<file path="src/rtl/csrses_ram.sv">
`timescale 1ns / 1ps
`default_nettype none
// ----------------------------------------------------------------------------
// csrses_ram
// generic simple dual port ram, registered read
// ----------------------------------------------------------------------------
module csrses_ram #(
    parameter int WIDTH = 8,
    parameter int DEPTH = 16
) (
    input  wire logic                     aclk,
    input  wire logic                     we,
    input  wire logic [$clog2(DEPTH)-1:0] waddr,
    input  wire logic [WIDTH-1:0]         wdata,
    input  wire logic [$clog2(DEPTH)-1:0] raddr,
    output logic      [WIDTH-1:0]         rdata
);
    logic [WIDTH-1:0] mem [DEPTH];

    always_ff @(posedge aclk) begin
        if (we) begin
            mem[waddr] <= wdata;
        end
        rdata <= mem[raddr];
    end
endmodule
`default_nettype wire

</file>
<file path="config.mk">
export PLATFORM = sky130hd
export DESIGN_NAME = csrses_ram
export DESIGN_NICKNAME = d
export VERILOG_FILES = /design/src/rtl/csrses_ram.sv
export SDC_FILE = /design/constraint.sdc
export NUM_CORES = 1
export LEC_CHECK = 0
export BUFFER_PORTS_ARGS = -buffer_cell sky130_fd_sc_hd__buf_4
export CORE_MARGIN = 2
export CORE_UTILIZATION = 30
export CTS_BUF_LIST = sky130_fd_sc_hd__clkbuf_8
export DETAILED_ROUTE_END_ITERATION = 10
export PLACE_DENSITY = 0.53
export SYNTH_ARGS = -nofsm -noshare
export SYNTH_HDL_FRONTEND = slang
export SYNTH_SLANG_ARGS = --single-unit
</file>
<file path="constraint.sdc">
create_clock -name aclk -period 2.5 [get_ports aclk]
set_clock_uncertainty 0.15 [all_clocks]
set_input_delay 0.5 -clock aclk [delete_from_list [all_inputs] [get_ports aclk]]
set_output_delay 0.5 -clock aclk [all_outputs]
set_load 0.02 [all_outputs]
</file>
==> impl_metrics.py <==
metrics = {
    "grt": {
        "grt_pass1_vias": 2489,
        "grt_overflow": 0,
        "grt_pass1_wl_um": 15200,
        "grt_start_max_net_pins": 33,
        "grt.total_usage": 0.118,
        "antenna_found_initial": 0,
    },
    "floorplanning": {
        "start_util": 0.308,
        "fp.dieH_um": 135,
        "die_w_um": 135,
        "die-area_um2": 18200,
        "fp-row-count": 47,
        "core_area_um2": 16700,
        "io-pin-count": 26,
    },
    "cts": {
        "cts_tree": "yes",
        "postCtsSetupRepairBufs": 0,
        "hold_buffers": 0,
        "ctsResizeCount": 0,
        "htree_levels": 4,
        "cts_root_buf": "clkbuf_8",
        "clock_latency_ns": 0.43,
        "clockBufferDepth": 2,
        "path_clk_slew_ns": 0.07,
        "cts.sinks": 136,
        "cts_buffers": 17,
    },
    "finish": {
        "drive_above_1_share": 0.272,
        "n_fill_cell": 1591,
        "layout_common_cells": "edfxtp_1 (128), buf_4 (42), mux4_2 (18), clkbuf_8 (17), a22oi_1 (16)",
        "postLayoutCoreUtil": 0.357,
        "n_antenna_cell": 0,
        "syn_to_final_growth_pct": 15.8,
        "final_cell_count_no_fill": 514,
        "final_common_cell": "edfxtp_1",
        "fin_area_um2": 5960,
        "layout.nets": 299,
    },
    "placed_design": {
        "placed_cells": 482,
        "placed_area_um2": 5670,
        "gp_congestion": 0.704,
        "io_buffers": 25,
        "hpwl_um": 6420,
    },
    "critical_path": {
        "worstSetupStartpointType": "primary input",
        "cp_data_required_time_ns": 2.67,
        "critical_path_arrival_ns": 1.88,
        "path_max_fanout": 32,
        "crit_path_end_kind": "flip-flop",
        "path_class": "in -> reg",
    },
    "drt": {
        "highest-signal-layer": "met4",
        "firstDrtPassIters": 4,
        "ant_nets": 0,
        "wl_per_cell_um": 19.4,
        "route.detailed.drc": 0,
        "met2WireLength_um": 4800,
        "wl_um": 9990,
        "via_per_inst": 4.72,
        "met1Wirelength_um": 4620,
        "drt_iter0_drc": 290,
        "wl_met3_um": 477,
        "via_count": 2425,
    },
    "sta": {
        "post-route-period-util": 0.687,
        "hold_viol_final": 0,
        "tns_ns": 0,
        "rsz0062_at_grt": "no",
        "slew_violations": 0,
        "setup_violations": 0,
        "max_slew.worst_pin.slew_ns": 0.678,
        "final.min_clock_period_ns": 1.72,
        "fmax_ghz": 0.582,
        "relSlewSlack": 0.546,
    },
    "yosys": {
        "syn_area_um2": 5150,
        "syn-num-nets": 247,
        "synthAdderAreaFrac": 0,
        "seq_area_frac_synth": 0.778,
        "synthMuxAreaShare": 0.150,
        "yosys.area_share.simple": 0.0318,
        "synth_top_family_by_area": "multiplexers",
        "syn_area_per_cell_um2": 22.5,
        "synth_xor_area_frac": 0,
        "yosysWarnings": 0,
        "synth_cells": 229,
        "synth-seq-cells": 136,
        "synth_compound_area_frac": 0.0233,
        "synth_cell_types": 19,
    },
    "status": {
        "status": "finished clean",
    },
    "run": {
        "maxCapViolations": 0,
    },
    "power_and_ir_drop": {
        "leakagePower_nw": 1.99,
        "p_total_mw": 4.20,
        "p_per_area_nw_per_um2": 704,
        "peakVddDrop_uv": 310,
    },
    "worst_hold_path": {
        "hold_class": "in -> reg",
    },
}
## critical path: stages
cell     delay, ns
buf_4         0.09
buf_12        0.25
mux4_1        0.60
a22oi_1       0.34
nand2_1       0.08
## path summary, 6_finish.rpt
kind                            cells past startpoint       start   endpoint  slack, ns
worst max-delay path                                5    raddr[0]   rdata[2]       0.78
worst min-delay path                                1    wdata[4]  mem[3][4]       0.23
worst max register to register                      3   mem[1][2]   rdata[2]       0.94
worst min register to register                      3  mem[11][3]   rdata[3]       0.52
## report_power, final
group / internal (mW) / switching, mW / leakage, nW
Combinational: 0.116 / 0.148 / 0.592
Clock: 0.631 / 0.738 / 0.174
Sequential: 2.55 / 0.0156 / 1.22
## final cells by class
class	instances	area, um2	area share
Timing Repair Buffer	43	335	0.0562
Multi-Input combinational cell	83	1060	0.177
Clock inverter	15	57.6	0.00965
Sequential cell	136	4000	0.671
Tap cell	220	275	0.0462
Clock buffer	17	234	0.0392
## registers in the layout, indices dropped and copies added, names as in the netlist
| signal | count |
|---|---|
| mem | 128 |
| rdata | 8 |
## per-layer routing
| layer | track usage | up-vias |
|---|---|---|
| li1 | - | 1074 |
| met1 | 0.157 | 1283 |
| met2 | 0.183 | 58 |
| met3 | 0.0379 | 10 |
| met4 | 0.0417 | 0 |
| met5 | 0 | - |
## logic make-up (layout without fill, tap and decap cells)
group                  count (synthesis)  after routing
AO/OA/AOI/OAI                         16             16
buffers and inverters                 10             75
flip-flops                           136            136
multiplexers                          32             32
AND/OR/NAND/NOR                       35             35
## synthesized netlist by cell type
master | number | area (um2)
a22oi_1 | 16 | 120
and2_1 | 1 | 6.26
and2b_1 | 1 | 7.51
buf_2 | 3 | 15.0
buf_4 | 1 | 7.51
buf_6 | 3 | 33.8
clkdlybuf4s25_2 | 3 | 30.0
dfxtp_1 | 8 | 160
edfxtp_1 | 128 | 3840
mux4_1 | 14 | 368
mux4_2 | 18 | 405
nand2_1 | 9 | 33.8
nand2b_1 | 2 | 12.5
nand3_1 | 1 | 5.00
nand3b_1 | 2 | 15.0
nor2_1 | 13 | 48.8
nor2b_1 | 1 | 6.26
nor3_1 | 4 | 20.0
or3b_2 | 1 | 8.76
## through the flow
| step | hold WS, ns | setup slack, ns |
|---|---|---|
| 3_3_place_gp | 0.506 | 0.350 |
| 4_1_cts | 0.199 | 0.806 |
| 2_1_floorplan | 0.449 | 0.357 |
| 6_report | 0.228 | 0.783 |
| 3_5_place_dp | 0.514 | 0.326 |
| 5_1_grt | 0.224 | 0.733 |
Power figures use the tool's default switching activity.
